`config.mk`:
```
export PLATFORM = sky130hd
export DESIGN_NAME = impq_ctrl
export DESIGN_NICKNAME = d
export VERILOG_FILES = /design/src/hdl/indexed_max_priority_queue_core_defines.svh /design/src/hdl/impq_pkg.sv /design/src/hdl/impq_ctrl.sv
export SDC_FILE = /design/constraint.sdc
export NUM_CORES = 1
export LEC_CHECK = 0
export BUFFER_PORTS_ARGS = -buffer_cell sky130_fd_sc_hd__buf_2
export CAP_MARGIN = 10
export CORE_UTILIZATION = 30
export DETAILED_ROUTE_END_ITERATION = 16
export PLACE_DENSITY = 0.56
export SLEW_MARGIN = 20
export SYNTH_ARGS = -nofsm -noshare
export SYNTH_HDL_FRONTEND = slang
export SYNTH_SLANG_ARGS = --single-unit
```
`constraint.sdc`:
```
create_clock -name clk -period 2.9 [get_ports clk]
set_input_delay 0.87 -clock clk [delete_from_list [all_inputs] [get_ports clk]]
set_output_delay 0.87 -clock clk [all_outputs]
set_load 0.02 [all_outputs]
```
`src/hdl/indexed_max_priority_queue_core_defines.svh`:
```
// Assertion helpers for the priority queue core.
// Both expect clk and arst_n in scope.
`ifndef INDEXED_MAX_PRIORITY_QUEUE_CORE_DEFINES_SVH
`define INDEXED_MAX_PRIORITY_QUEUE_CORE_DEFINES_SVH

// Same-cycle implication.
`define IMPQ_ASSERT_NOW(label, ante, cons, msg) \
	label: assert property (@(posedge clk) disable iff (!arst_n) (ante) |-> (cons)) \
		else $error(msg);

// Next-cycle implication.
`define IMPQ_ASSERT_NEXT(label, ante, cons, msg) \
	label: assert property (@(posedge clk) disable iff (!arst_n) (ante) |=> (cons)) \
		else $error(msg);

`endif

```
`src/hdl/impq_pkg.sv`:
```
package impq_pkg;

	localparam int IDX_W         = 8;
	localparam int IN_KEY_W      = 32;
	localparam int DEF_CAPACITY  = 256;
	localparam int DEF_KEY_WIDTH = 32;

	localparam logic CMD_INSERT = 1'b0;
	localparam logic CMD_DELETE = 1'b1;

	localparam logic [1:0] ST_OK    = 2'd0;
	localparam logic [1:0] ST_FULL  = 2'd1;
	localparam logic [1:0] ST_EMPTY = 2'd2;
	localparam logic [1:0] ST_DUP   = 2'd3;

	typedef struct packed {
		logic                       cmd;
		logic [IDX_W-1:0]           item_index;
		logic signed [IN_KEY_W-1:0] item_key;
	} in_t;

	typedef struct packed {
		logic [1:0]                 status;
		logic [IDX_W-1:0]           max_index;
		logic signed [IN_KEY_W-1:0] max_key;
	} out_t;

	typedef enum logic [2:0] {
		RD_ROOT   = 3'd0,
		RD_LAST   = 3'd1,
		RD_PARENT = 3'd2,
		RD_CHILD  = 3'd3,
		RD_RIGHT  = 3'd4
	} rd_sel_t;

	typedef enum logic [1:0] {
		WR_CARRY = 2'd0,
		WR_RDATA = 2'd1,
		WR_BEST  = 2'd2
	} wr_src_t;

	typedef enum logic [1:0] {
		POS_HOLD   = 2'd0,
		POS_PARENT = 2'd1,
		POS_BEST   = 2'd2
	} pos_upd_t;

	typedef struct packed {
		logic     accept;
		rd_sel_t  rd_sel;
		logic     wr_en;
		wr_src_t  wr_src;
		pos_upd_t pos_upd;
		logic     take_root;
		logic     take_last;
		logic     take_left;
		logic     take_right;
	} ctl_t;

	typedef struct packed {
		logic ok;
		logic del;
		logic at_root;
		logic no_child;
		logic has_right;
		logic parent_less;
		logic carry_less;
	} sts_t;

endpackage

```
`src/hdl/impq_ctrl.sv`:
```
module impq_ctrl (
	input  logic           clk,
	input  logic           arst_n,
	input  logic           start,
	input  impq_pkg::sts_t sts,
	output impq_pkg::ctl_t ctl,
	output logic           busy,
	output logic           done
);
	import impq_pkg::*;

	typedef enum logic [9:0] {
		S_IDLE     = 10'b00_0000_0001,
		S_INS_CHK  = 10'b00_0000_0010,
		S_INS_CMP  = 10'b00_0000_0100,
		S_DEL_ROOT = 10'b00_0000_1000,
		S_DEL_LAST = 10'b00_0001_0000,
		S_SNK_CHK  = 10'b00_0010_0000,
		S_SNK_L    = 10'b00_0100_0000,
		S_SNK_R    = 10'b00_1000_0000,
		S_SNK_DEC  = 10'b01_0000_0000,
		S_DONE     = 10'b10_0000_0000
	} state_t;

	state_t state_q, state_d;

	always_comb begin
		ctl     = '0;
		ctl.rd_sel  = RD_ROOT;
		ctl.wr_src  = WR_CARRY;
		ctl.pos_upd = POS_HOLD;
		state_d = state_q;
		unique case (state_q)
			S_IDLE: begin
				ctl.accept = start;
				if (start) begin
					if (!sts.ok) begin
						state_d = S_DONE;
					end else if (sts.del) begin
						state_d = S_DEL_ROOT;
					end else begin
						state_d = S_INS_CHK;
					end
				end
			end
			S_INS_CHK: begin
				if (sts.at_root) begin
					ctl.wr_en = 1'b1;
					state_d   = S_DONE;
				end else begin
					ctl.rd_sel = RD_PARENT;
					state_d    = S_INS_CMP;
				end
			end
			S_INS_CMP: begin
				ctl.wr_en = 1'b1;
				if (sts.parent_less) begin
					ctl.wr_src  = WR_RDATA;
					ctl.pos_upd = POS_PARENT;
					state_d     = S_INS_CHK;
				end else begin
					state_d = S_DONE;
				end
			end
			S_DEL_ROOT: begin
				ctl.take_root = 1'b1;
				ctl.rd_sel    = RD_LAST;
				state_d       = S_DEL_LAST;
			end
			S_DEL_LAST: begin
				ctl.take_last = 1'b1;
				state_d       = S_SNK_CHK;
			end
			S_SNK_CHK: begin
				if (sts.no_child) begin
					ctl.wr_en = 1'b1;
					state_d   = S_DONE;
				end else begin
					ctl.rd_sel = RD_CHILD;
					state_d    = S_SNK_L;
				end
			end
			S_SNK_L: begin
				ctl.take_left = 1'b1;
				if (sts.has_right) begin
					ctl.rd_sel = RD_RIGHT;
					state_d    = S_SNK_R;
				end else begin
					state_d = S_SNK_DEC;
				end
			end
			S_SNK_R: begin
				ctl.take_right = 1'b1;
				state_d        = S_SNK_DEC;
			end
			S_SNK_DEC: begin
				ctl.wr_en = 1'b1;
				if (sts.carry_less) begin
					ctl.wr_src  = WR_BEST;
					ctl.pos_upd = POS_BEST;
					state_d     = S_SNK_CHK;
				end else begin
					state_d = S_DONE;
				end
			end
			S_DONE: begin
				state_d = S_IDLE;
			end
			default: begin
				state_d = S_IDLE;
			end
		endcase
	end

	always_ff @(posedge clk or negedge arst_n) begin
		if (!arst_n) begin
			state_q <= S_IDLE;
		end else begin
			state_q <= state_d;
		end
	end

	assign busy = (state_q != S_IDLE);
	assign done = (state_q == S_DONE);

endmodule

```
=== After elaboration in Yosys (flattened, before gate mapping) ===
Cells that the tools add are included.

* Register bits: 10
* Output and inout bits: 15

* Eq/ne operators: 12
* Multiplexer cells: 24
* Reductions and logical operators: 1

{| class="wikitable"
|+ Operators by type and width
! operator !! number
|-
| one-hot mux 10 bit (9 select lines) || 1
|-
| 2-to-1 mux 10 bit || 6
|-
| one-hot mux 3 bit (4 select lines) || 1
|-
| == test 10 x 1 -> 1 bit (second input constant) || 1
|-
| == test 10 bit (second input constant) || 1
|-
| == test 10 x 2 -> 1 bit (second input constant) || 1
|-
| == test 10 x 3 -> 1 bit (second input constant) || 1
|-
| == test 10 x 4 -> 1 bit (second input constant) || 1
|-
| == test 10 x 5 -> 1 bit (second input constant) || 1
|-
| == test 10 x 6 -> 1 bit (second input constant) || 1
|-
| == test 10 x 7 -> 1 bit (second input constant) || 1
|-
| == test 10 x 8 -> 1 bit (second input constant) || 1
|-
| == test 10 x 9 -> 1 bit (second input constant) || 1
|-
| inequality test 10 x 1 -> 1 bit (second input constant) || 1
|-
| 2-to-1 mux 9 bit || 1
|-
| 2-to-1 mux 4 bit || 2
|-
| one-hot mux 4 bit (2 select lines) || 1
|-
| 2-to-1 mux 1 bit || 7
|-
| 2-to-1 mux 3 bit || 2
|-
| 2-to-1 mux 2 bit || 2
|-
| one-hot mux 1 bit (3 select lines) || 1
|-
| inequality test 2 bit (second input constant) || 1
|-
| OR reduction 2 bit || 1
|}

=== Depth between registers and ports, before layout ===
Gate-level depths: netlist (run 1).

* Word-level depth: 4
* Gate-level depth with buffers: 6

=== Worst setup path before layout (run 1) ===
No wires, ideal clock.

* Path kind: register -> output
* Start point: reg state_q[2]
* End point: out ctl[9] in the netlist's numbering
* Stages on the path, launching flop included: 4
* Slack: -0.077 ns
* Data arrival time: 2.107 ns
* Data required time: 2.030 ns
* Cells stage by stage: dfrtp_1 > or4_4 > nor4b_1 > nand2b_1

{| class="wikitable"
|+ RTL lines
! what !! RTL line !! text
|-
| from (decl) || impq_ctrl.sv:25 || <nowiki>state_t state_q, state_d;</nowiki>
|-
| from (signal assigned) || impq_ctrl.sv:119 || <nowiki>state_q <= state_d;</nowiki>
|-
| to (decl) || impq_ctrl.sv:6 || <nowiki>output impq_pkg::ctl_t ctl,</nowiki>
|}

==> results of run 1 <==
[cells by family (layout without fill, tap and decap cells)]
kind of cell    Yosys count  after routing  share of synthesized area, %
buf+inv                   7             36                          5.46
flops                    10             10                          33.3
compound gates           13             13                          11.1
simple gates             53             53                          50.2
[Yosys cell counts, types with 2 or more instances]
| master | count |
|---|---|
| nor2_1 | 5 |
| nor4_1 | 3 |
| nand2b_1 | 3 |
| nor4b_1 | 4 |
| nor3_1 | 3 |
| dfrtp_1 | 9 |
| or4_4 | 2 |
| and2_1 | 4 |
| nor4_2 | 2 |
| o21a_1 | 2 |
| nand2_1 | 3 |
| inv_1 | 3 |
| o21ai_0 | 5 |
| and3_1 | 2 |
| nand3_1 | 2 |
| or3b_2 | 2 |
| nor3b_1 | 2 |
| or2_1 | 2 |
| nor2b_1 | 6 |
| buf_4 | 2 |
[through the flow]
stage	cell area (µm²)	utilization [%]
after CTS	962	41.9
after detailed placement	902	39.3
after global routing	1010	44.0
after floorplan	762	-
after global placement	902	39.3
final	1010	44.0
[per-layer routing]
layer  up-vias  global-route usage [%]  wire length [µm]
li1        364                       -                 -
met2        18                    24.4               957
met3         2                    2.61                76
met5         -                       0                 0
met1       346                    19.3               847
met4         0                    5.70                13
[what timing repair did]
action,4_1_cts,5_1_grt
endpoints found under the setup margin,4,9
setup buffers,0,3
resized for setup,4,10
pin swaps,0,1
[report_power, final]
group	internal [mW]	switching [mW]	total (mW)
Sequential	0.166	0.0295	0.196
Clock	0.0760	0.0527	0.129
Combinational	0.167	0.206	0.373
[cell type report]
class	count	area, µm²
fill	235	1290
multi-input combinational	66	507
sequential	10	258
timing repair buffer	29	164
clock buffer	4	36.3
tap	28	35.0
inverter	3	11.3
[critical path: stages, from the launching register on]
cell,delay [ps]
dfrtp_2,420
or4_4,600
nor4_4,200
and3b_1,220
and2_4,140
buf_6,100
[path summary, 6_finish.rpt]
path	start	slack [ps]	to	depth (start not counted)
worst max-delay path	state_q[2]	80	ctl[11]	5
worst min-delay path	arst_n	450	state_q[5]	1
worst max register to register	state_q[6]	1150	state_q[3]	4
worst min register to register	state_q[1]	630	state_q[4]	2
max in group asynchronous	arst_n	2190	state_q[0]	1
min in group clk	state_q[1]	630	state_q[4]	2
==> out/qor.yml, run 1 <==
clock_tree:
  clk_latency_worst_skew_pair_ps: 260
  cts_hold_buf: 0
  worst_setup_hold_path_clk_slew_ps: 80
  number_of_clock_sinks: 10
  cts-htree-levels: 1
  cts-root-to-sink-buffers: 2
  clock-root-buffer: "clkbuf_4"
  number_of_buffers_inserted_during_clock_tree_synthesis: 3
  tritoncts_clock_tree: "done"
setup_path:
  timing_worst_setup_path_type: "flip-flop to primary output"
  cp-start-kind: "flip-flop"
  cp_data_arrival_time_ps: 1950
  critical_path.max_fanout: 5
  required_ps: 2030
  timing.critical_path.to_type: "primary output"
yosys:
  number_of_library_cell_types_mapped_by_synthesis: 37
  yosys.area.top_type: "dfrtp_1"
  share_of_yosys_cell_area_claimed_by_the_top_area_cell_type_pct: 29.8
  postSynthRegisterBits: 10
  post_synth.cell_area_avg_um2: 9.11
  postSynthNetCount: 93
  synth_area_um2: 756
  ys_dominant_reg_cell: "dfrtp_1"
  seq_area_frac_synth_pct: 33.3
  post_synth_main_area_contributors: "dfrtp_1, nor2b_1, nor4b_1"
  ys_warn_count: 0
  synth_enable_flop_cells: 0
  synthArstFlopShare_pct: 100
  postSynthCellCount: 83
final_layout:
  mostFrequentLayoutCell: "buf_2"
  area_growth_pct: 33.8
  final_layout_size_suffix_gt1_share_pct: 46.4
  flip_flop_count_of_the_largest_register_all_copies_and_words_added: 10
  n_antenna_cell: 0
  num-nets-final: 123
  final_instance_count_excl_fillers: 140
  register_with_the_highest_flop_count: "state_q"
  layout_common_cells: "buf_2, nor2b_1, nor2_1, buf_4, dfrtp_2"
  largestRegisters: "state_q x10"
outcome:
  status: "complete, no violations"
place:
  dp_hpwl_mm: 1.44
  portBuffers: 24
  placement.setup.worst_slack_ps: 244
  count_of_placed_standard_cells_including_taps: 133
  gp_congestion: 0.862
grt:
  grt_pass1_wl_mm: 2.93
  via_count_of_the_first_global_routing_pass: 662
  antenna_found_initial: 0
  groute.usage.overall_pct: 14.9
  grt_start_max_net_pins: 11
  grt_overflow: 0
timing:
  setup-tns-final_ps: 0
  final.period_utilization_pct: 97.3
  grt_setup_unrepaired: "yes"
  worst-slew-pin-transition_ps: 376
  worst_clock_skew_ps: 9.66
  setup_ws_ps: 78.3
  finalHoldWorstSlack_ps: 454
  finalHoldViolCount: 0
  clock.fmax_ghz: 0.354
  slew-limit-headroom_pct: 74.7
  finalSetupViolations: 0
  finalMaxSlewViolations: 0
  period_needed_ps: 2820
floorplan:
  initial_core_util_pct: 32.9
  fp.coreArea_um2: 2300
  fp.dieArea_um2: 2720
  die_w_um: 52.2
  die_height_um: 52.2
  core.rowCount: 17
  number_of_primary_i_o_pins: 25
power_and_ir_drop:
  p_leak_nw: 0.496
  ir_worst_vdd_v: 0.000432
  totalPowerFinal_mw: 0.697
  power_per_cell_area_nw_per_um2: 690
detailed_routing:
  finalWirelength_mm: 1.89
  detail_route.first_pass.iterations: 4
  drt-wirelength-per-cell_um: 13.5
  dr.first_iter.drc_count: 8
  detailroute.via_count: 730
  route.detailed.drc: 0
  via_per_inst: 5.21
  ant_nets: 0
min_path:
  hold_path.class: "input pin to async pin"
job:
  maxCapViolations: 0
No activity file was read; power rests on OpenSTA's default activity.
==> inputs of run 2 (changes only) <==
--- a/config.mk
+++ b/config.mk
@@ -5,7 +5,7 @@
 export SDC_FILE = /design/constraint.sdc
 export NUM_CORES = 1
 export LEC_CHECK = 0
-export BUFFER_PORTS_ARGS = -buffer_cell sky130_fd_sc_hd__buf_2
+export BUFFER_PORTS_ARGS = -buffer_cell sky130_fd_sc_hd__buf_4
 export CAP_MARGIN = 10
 export CORE_UTILIZATION = 30
 export DETAILED_ROUTE_END_ITERATION = 16
==> run 2 against run 1 <==
Compared with the run above:
- sequential power barely moved
- largest power group unchanged
- wire length rose by 6.1%
- critical endpoint unchanged
- critical path depth did not move
- global-route usage rose by 1.5 points
- worst hold slack got worse by 40 ps
- via count rose by 1.8%
- worst setup slack got worse by 34 ps
- first-iteration DRC count rose by 50%
- non-clock buffer count fell by 1
==> out/qor.yml, run 2 (same netlist as run 1, synthesis figures left out) <==
outcome:
  status: "complete, no violations"
clock_tree:
  number_of_buffers_inserted_during_clock_tree_synthesis: 3
  number_of_clock_sinks: 10
  tritoncts_clock_tree: "done"
  worst_setup_hold_path_clk_slew_ps: 70
  cts-root-to-sink-buffers: 2
  clk_latency_worst_skew_pair_ps: 270
  clock-root-buffer: "clkbuf_4"
  cts_hold_buf: 0
  cts-htree-levels: 1
power_and_ir_drop:
  pwr-share-clk_pct: 17.5
  power_per_cell_area_nw_per_um2: 698
  sequentialPowerShare_pct: 26.7
  total_net_switching_power_mw: 0.304
  comb_power_share_pct: 55.8
  p_leak_nw: 0.497
  ir_worst_vdd_v: 0.000336
  power_switching_share_pct: 40.9
  cell_internal_pwr_mw: 0.439
setup_path:
  critical_path_buf_inv_count: 1
  cp-start-kind: "flip-flop"
  timing_worst_setup_path_type: "flip-flop to primary output"
  path_delay_family: "simple AND/OR/NAND/NOR gates"
  critical_path.max_fanout: 10
  required_ps: 2030
  cp_data_arrival_time_ps: 1990
  maximum_single_stage_delay_on_the_critical_path_ps: 550
  critPathSlowestCell: "or4_4"
  timing.critical_path.to_type: "primary output"
  list_of_cells_traversed_by_the_critical_path: "or4_4 -> nor4_4 -> and3b_1 -> and2_1 -> buf_4"
grt:
  grt_pass1_wl_mm: 3.12
  antenna_found_initial: 0
  grt.busiest_layer: "met2"
  groute.usage.overall_pct: 16.4
  grt_overflow: 0
  grt.met1_usage_pct: 18.9
  grt_start_max_net_pins: 11
  grtUsageMet3_pct: 2.03
  via_count_of_the_first_global_routing_pass: 696
  groute.layer.met2.usage_pct: 28.4
floorplan:
  fp.coreArea_um2: 2300
  die_w_um: 52.2
  fp.dieArea_um2: 2720
  die_height_um: 52.2
  initial_core_util_pct: 32.9
  core.rowCount: 17
  number_of_primary_i_o_pins: 25
final_layout:
  layout_common_cells: "buf_4, nor2b_1, nor2_1, dfrtp_1"
  final_layout_size_suffix_gt1_share_pct: 44.1
  total_of_fill_cells_in_the_finished_design: 224
  largestRegisters: "state_q x10"
  area_growth_pct: 41.1
  num-nets-final: 122
  final_instance_count_excl_fillers: 139
  mostFrequentLayoutCell: "buf_4"
  register_with_the_highest_flop_count: "state_q"
  flip_flop_count_of_the_largest_register_all_copies_and_words_added: 10
  n_antenna_cell: 0
place:
  dp_hpwl_mm: 1.48
  gp_congestion: 0.833
  portBuffers: 24
  count_of_placed_standard_cells_including_taps: 133
detailed_routing:
  detailroute.via_count: 743
  dr.first_iter.drc_count: 12
  drt-wirelength-per-cell_um: 14.5
  via_per_inst: 5.35
  route.detailed.drc: 0
  ant_nets: 0
  detail_route.first_pass.iterations: 5
  finalWirelength_mm: 2.01
job:
  maxCapViolations: 0
timing:
  worst-slew-pin-transition_ps: 385
  finalHoldViolCount: 0
  worst_clock_skew_ps: 2.12
  clock.fmax_ghz: 0.350
  finalSetupViolations: 0
  period_needed_ps: 2860
  slew-limit-headroom_pct: 74.1
  final.period_utilization_pct: 98.5
  finalMaxSlewViolations: 0
  grt_setup_unrepaired: "yes"
  finalHoldWorstSlack_ps: 414
min_path:
  hold_path.class: "input pin to async pin"
-- run 2: what timing repair did --
| item | 4_1_cts | 5_1_grt |
|---|---|---|
| pin swaps | 2 | 3 |
| setup endpoints to repair | 4 | 8 |
| buffers inserted | 2 | 0 |
| resized for setup | 5 | 7 |
-- run 2: area by class of cell --
class | count | area (µm²) | area share, %
Timing Repair Buffer | 28 | 214 | 20.1
Tap cell | 28 | 35.0 | 3.29
Inverter | 3 | 11.3 | 1.06
Sequential cell | 10 | 256 | 24.1
Multi-Input combinational cell | 66 | 513 | 48.1
Clock buffer | 4 | 36.3 | 3.40
-- run 2: worst paths after layout --
path | end | slack (ps) | from | cells past startpoint
setup / recovery | ctl[11] | 40 | state_q[0] | 5
hold reg to reg | state_q[8] | 650 | state_q[4] | 2
setup reg to reg | state_q[3] | 1150 | state_q[6] | 4
hold / removal | state_q[5] | 410 | arst_n | 1
max in group asynchronous | state_q[0] | 2260 | arst_n | 1
min in group clk | state_q[8] | 650 | state_q[4] | 2
-- run 2: power groups by stage --
stage / combinational [mW] / clock [mW] / sequential [mW]
final: 0.415 / 0.130 / 0.199
after global routing: 0.447 / 0.136 / 0.203
after CTS: 0.387 / 0.135 / 0.197
after detailed placement: 0.356 / 0 / 0.200
after global placement: 0.355 / 0 / 0.199
after floorplan: 0.262 / 0 / 0.192
-- run 2: metal layers --
metal	wire, µm	part of all wire, %	up-vias
li1	-	-	366
met1	846	42	353
met2	1030	51	19
met3	88	4.4	5
met4	42	2.1	0
met5	0	0	-
-- run 2: stage by stage --
stage | total power [mW] | TNS, ps | instance area, µm² | setup WS [ps] | util, %
2_1_floorplan | 0.453 | 0 | 762 | 238 | -
3_3_place_gp | 0.554 | 0 | 962 | 242 | 41.9
3_5_place_dp | 0.556 | 0 | 962 | 207 | 41.9
4_1_cts | 0.720 | 0 | 1040 | 24.9 | 45.2
5_1_grt | 0.786 | -94.4 | 1070 | -35.9 | 46.4
6_report | 0.744 | 0 | 1070 | 44.8 | 46.4
==> inputs of run 3 (changes only) <==
--- a/config.mk
+++ b/config.mk
@@ -5,11 +5,12 @@
 export SDC_FILE = /design/constraint.sdc
 export NUM_CORES = 1
 export LEC_CHECK = 0
+export ABC_AREA = 1
 export BUFFER_PORTS_ARGS = -buffer_cell sky130_fd_sc_hd__buf_4
 export CAP_MARGIN = 10
 export CORE_UTILIZATION = 30
 export DETAILED_ROUTE_END_ITERATION = 16
-export PLACE_DENSITY = 0.56
+export PLACE_DENSITY = 0.57
 export SLEW_MARGIN = 20
 export SYNTH_ARGS = -nofsm -noshare
 export SYNTH_HDL_FRONTEND = slang
==> run 3 against run 2 <==
Compared with the run above:
- first-iteration DRC count up 42%
- power down 16%
- worst setup slack better by 250 ps
- register-to-register slack better by 310 ps
- core utilization down 4.1 points
- area after synthesis down 8.6%
- critical path type unchanged
- critical endpoint is now ctl[8]
- largest cell class unchanged
- highest routed layer unchanged
==> out/qor.yml, run 3 <==
outcome:
  status: "complete, no violations"
grt:
  grt_pass1_wl_mm: 2.67
  groute.usage.overall_pct: 14.7
  via_count_of_the_first_global_routing_pass: 622
  grt_start_max_net_pins: 11
  grt_overflow: 0
  antenna_found_initial: 0
power_and_ir_drop:
  ir_worst_vdd_v: 0.000332
  power_per_cell_area_nw_per_um2: 675
  p_leak_nw: 0.572
floorplan:
  die_height_um: 50.0
  fp.dieArea_um2: 2500
  die_w_um: 50.0
  initial_core_util_pct: 31.5
  core.rowCount: 17
  fp.coreArea_um2: 2190
  number_of_primary_i_o_pins: 25
yosys:
  postSynthRegisterBits: 10
  post_synth.cell_area_avg_um2: 6.52
  synth_enable_flop_cells: 0
  post_synth_main_area_contributors: "dfrtp_1, inv_1, nor2_1"
  ys_top_cells_by_count: "inv_1, nor2_1, nand2_1, dfrtp_1, nand3_1"
  ys_warn_count: 0
  synth_area_um2: 691
  share_of_yosys_cell_area_claimed_by_the_top_area_cell_type_pct: 32.6
  synthArstFlopShare_pct: 100
  postSynthCellCount: 106
  postSynthNetCount: 116
  yosys.area.top_type: "dfrtp_1"
  number_of_library_cell_types_mapped_by_synthesis: 19
  seq_area_frac_synth_pct: 36.4
  synthMostInstantiatedCell: "inv_1"
  ys_dominant_reg_cell: "dfrtp_1"
detailed_routing:
  wl_met3_um: 79
  route.detailed.drc: 0
  detailroute.via_count: 727
  route.top_layer_used: "met4"
  met1Wirelength_um: 791
  dr.first_iter.drc_count: 17
  met2_wirelength_um: 662
  ant_nets: 0
  drt-wirelength-per-cell_um: 9.78
  finalWirelength_mm: 1.57
  detail_route.first_pass.iterations: 4
  via_per_inst: 4.54
timing:
  clock.fmax_ghz: 0.384
  worst_clock_skew_ps: 4.31
  period_needed_ps: 2610
  grt_setup_unrepaired: "no"
  finalHoldViolCount: 0
  final.period_utilization_pct: 89.8
  setup-tns-final_ps: 0
  worst-slew-pin-transition_ps: 251
  finalMaxSlewViolations: 0
  finalSetupViolations: 0
  slew-limit-headroom_pct: 83.2
place:
  dp_hpwl_mm: 1.28
  placed_cell_area_um2: 891
  portBuffers: 24
  gp_congestion: 0.784
clock_tree:
  post-cts-setup-buffers: 0
  tritoncts_clock_tree: "done"
  clock-root-buffer: "clkbuf_4"
  cts_hold_buf: 0
  number_of_clock_sinks: 10
  cts-htree-levels: 1
  clk_latency_worst_skew_pair_ps: 270
  post_cts_resized: 0
  cts-root-to-sink-buffers: 2
  number_of_buffers_inserted_during_clock_tree_synthesis: 3
  worst_setup_hold_path_clk_slew_ps: 70
final_layout:
  flip_flop_count_of_the_largest_register_all_copies_and_words_added: 10
  layout_common_cells: "inv_1, buf_4, nor2_1"
  multi_input_area_um2: 323
  n_antenna_cell: 0
  num-nets-final: 143
  mostFrequentLayoutCell: "inv_1"
  area_growth_pct: 34.2
  register_with_the_highest_flop_count: "state_q"
  final_layout_size_suffix_gt1_share_pct: 30.3
  largestRegisters: "state_q x10"
  total_of_fill_cells_in_the_finished_design: 228
  final-seq-area_um2: 251
  finish.instance_area_um2: 927
setup_path:
  required_ps: 2030
  critical_path.max_fanout: 4
  timing.critical_path.to_type: "primary output"
  timing_worst_setup_path_type: "flip-flop to primary output"
  cp_data_arrival_time_ps: 1740
  cp-start-kind: "flip-flop"
job:
  maxCapViolations: 0
min_path:
  hold_path.class: "input pin to async pin"
[run 3: cell types whose count changed in the layout (fill, tap and decap cells not counted), sizes merged, moves of 4 or more]
cell,before,now
nor2,5,25
nand4,0,5
inv,3,27
nand3,2,10
nor2b,6,0
nand2,3,18
buf,28,24
nor4b,6,0
[run 3: worst paths after layout]
kind | from | slack (ps) | endpoint | cells after the start
hold / removal | arst_n | 410 | state_q[7] | 1
max in group asynchronous | arst_n | 2270 | state_q[0] | 1
min in group clk | state_q[4] | 620 | state_q[6] | 3
setup reg to reg | state_q[7] | 1460 | state_q[9] | 9
setup / recovery | state_q[0] | 290 | ctl[8] | 7
hold reg to reg | state_q[4] | 620 | state_q[6] | 3
[run 3: per-layer routing]
metal  vias to the layer above  track usage (%)
met5                         -                0
met4                         0             8.57
met3                         4             3.70
met2                        28             20.2
met1                       319             20.3
li1                        376                -
[run 3: cell type report]
type / instances / share of cell area (%)
clock buffers: 4 / 3.91
inverters: 27 / 10.9
multi-input cells: 67 / 34.8
flip-flops and latches: 10 / 27.1
well taps: 28 / 3.78
repair buffers: 24 / 19.4
[run 3: metrics by stage]
| step | util, % | instances | power [mW] | setup WS (ps) | hold WS, ps |
|---|---|---|---|---|---|
| after global placement | 40.7 | 156 | 0.498 | 475 | 618 |
| after floorplan | - | 106 | 0.407 | 576 | 573 |
| after CTS | 42.3 | 160 | 0.629 | 305 | 413 |
| after global routing | 42.3 | 160 | 0.678 | 221 | 403 |
| after detailed placement | 40.7 | 156 | 0.500 | 452 | 618 |
| final | 42.3 | 160 | 0.626 | 295 | 412 |
[run 3: cells by family after synthesis]
logic type,share of synthesized area [%]
flip-flops,36.4
buffers and inverters,16.8
AO/OA/AOI/OAI,3.62
AND/OR/NAND/NOR,43.1
[run 3: critical path, cell delays in order (launching register included)]
cell	delay [ps]
dfstp_2	550
nor2_2	60
nand2_2	100
nor2_1	60
nand3_1	110
nand2_1	110
or2_2	300
buf_4	160
[run 3: report_power, final]
part           switching [mW]  internal, mW  total [mW]
Combinational           0.201         0.111       0.312
Sequential             0.0188         0.165       0.184
Clock                  0.0528        0.0763       0.129
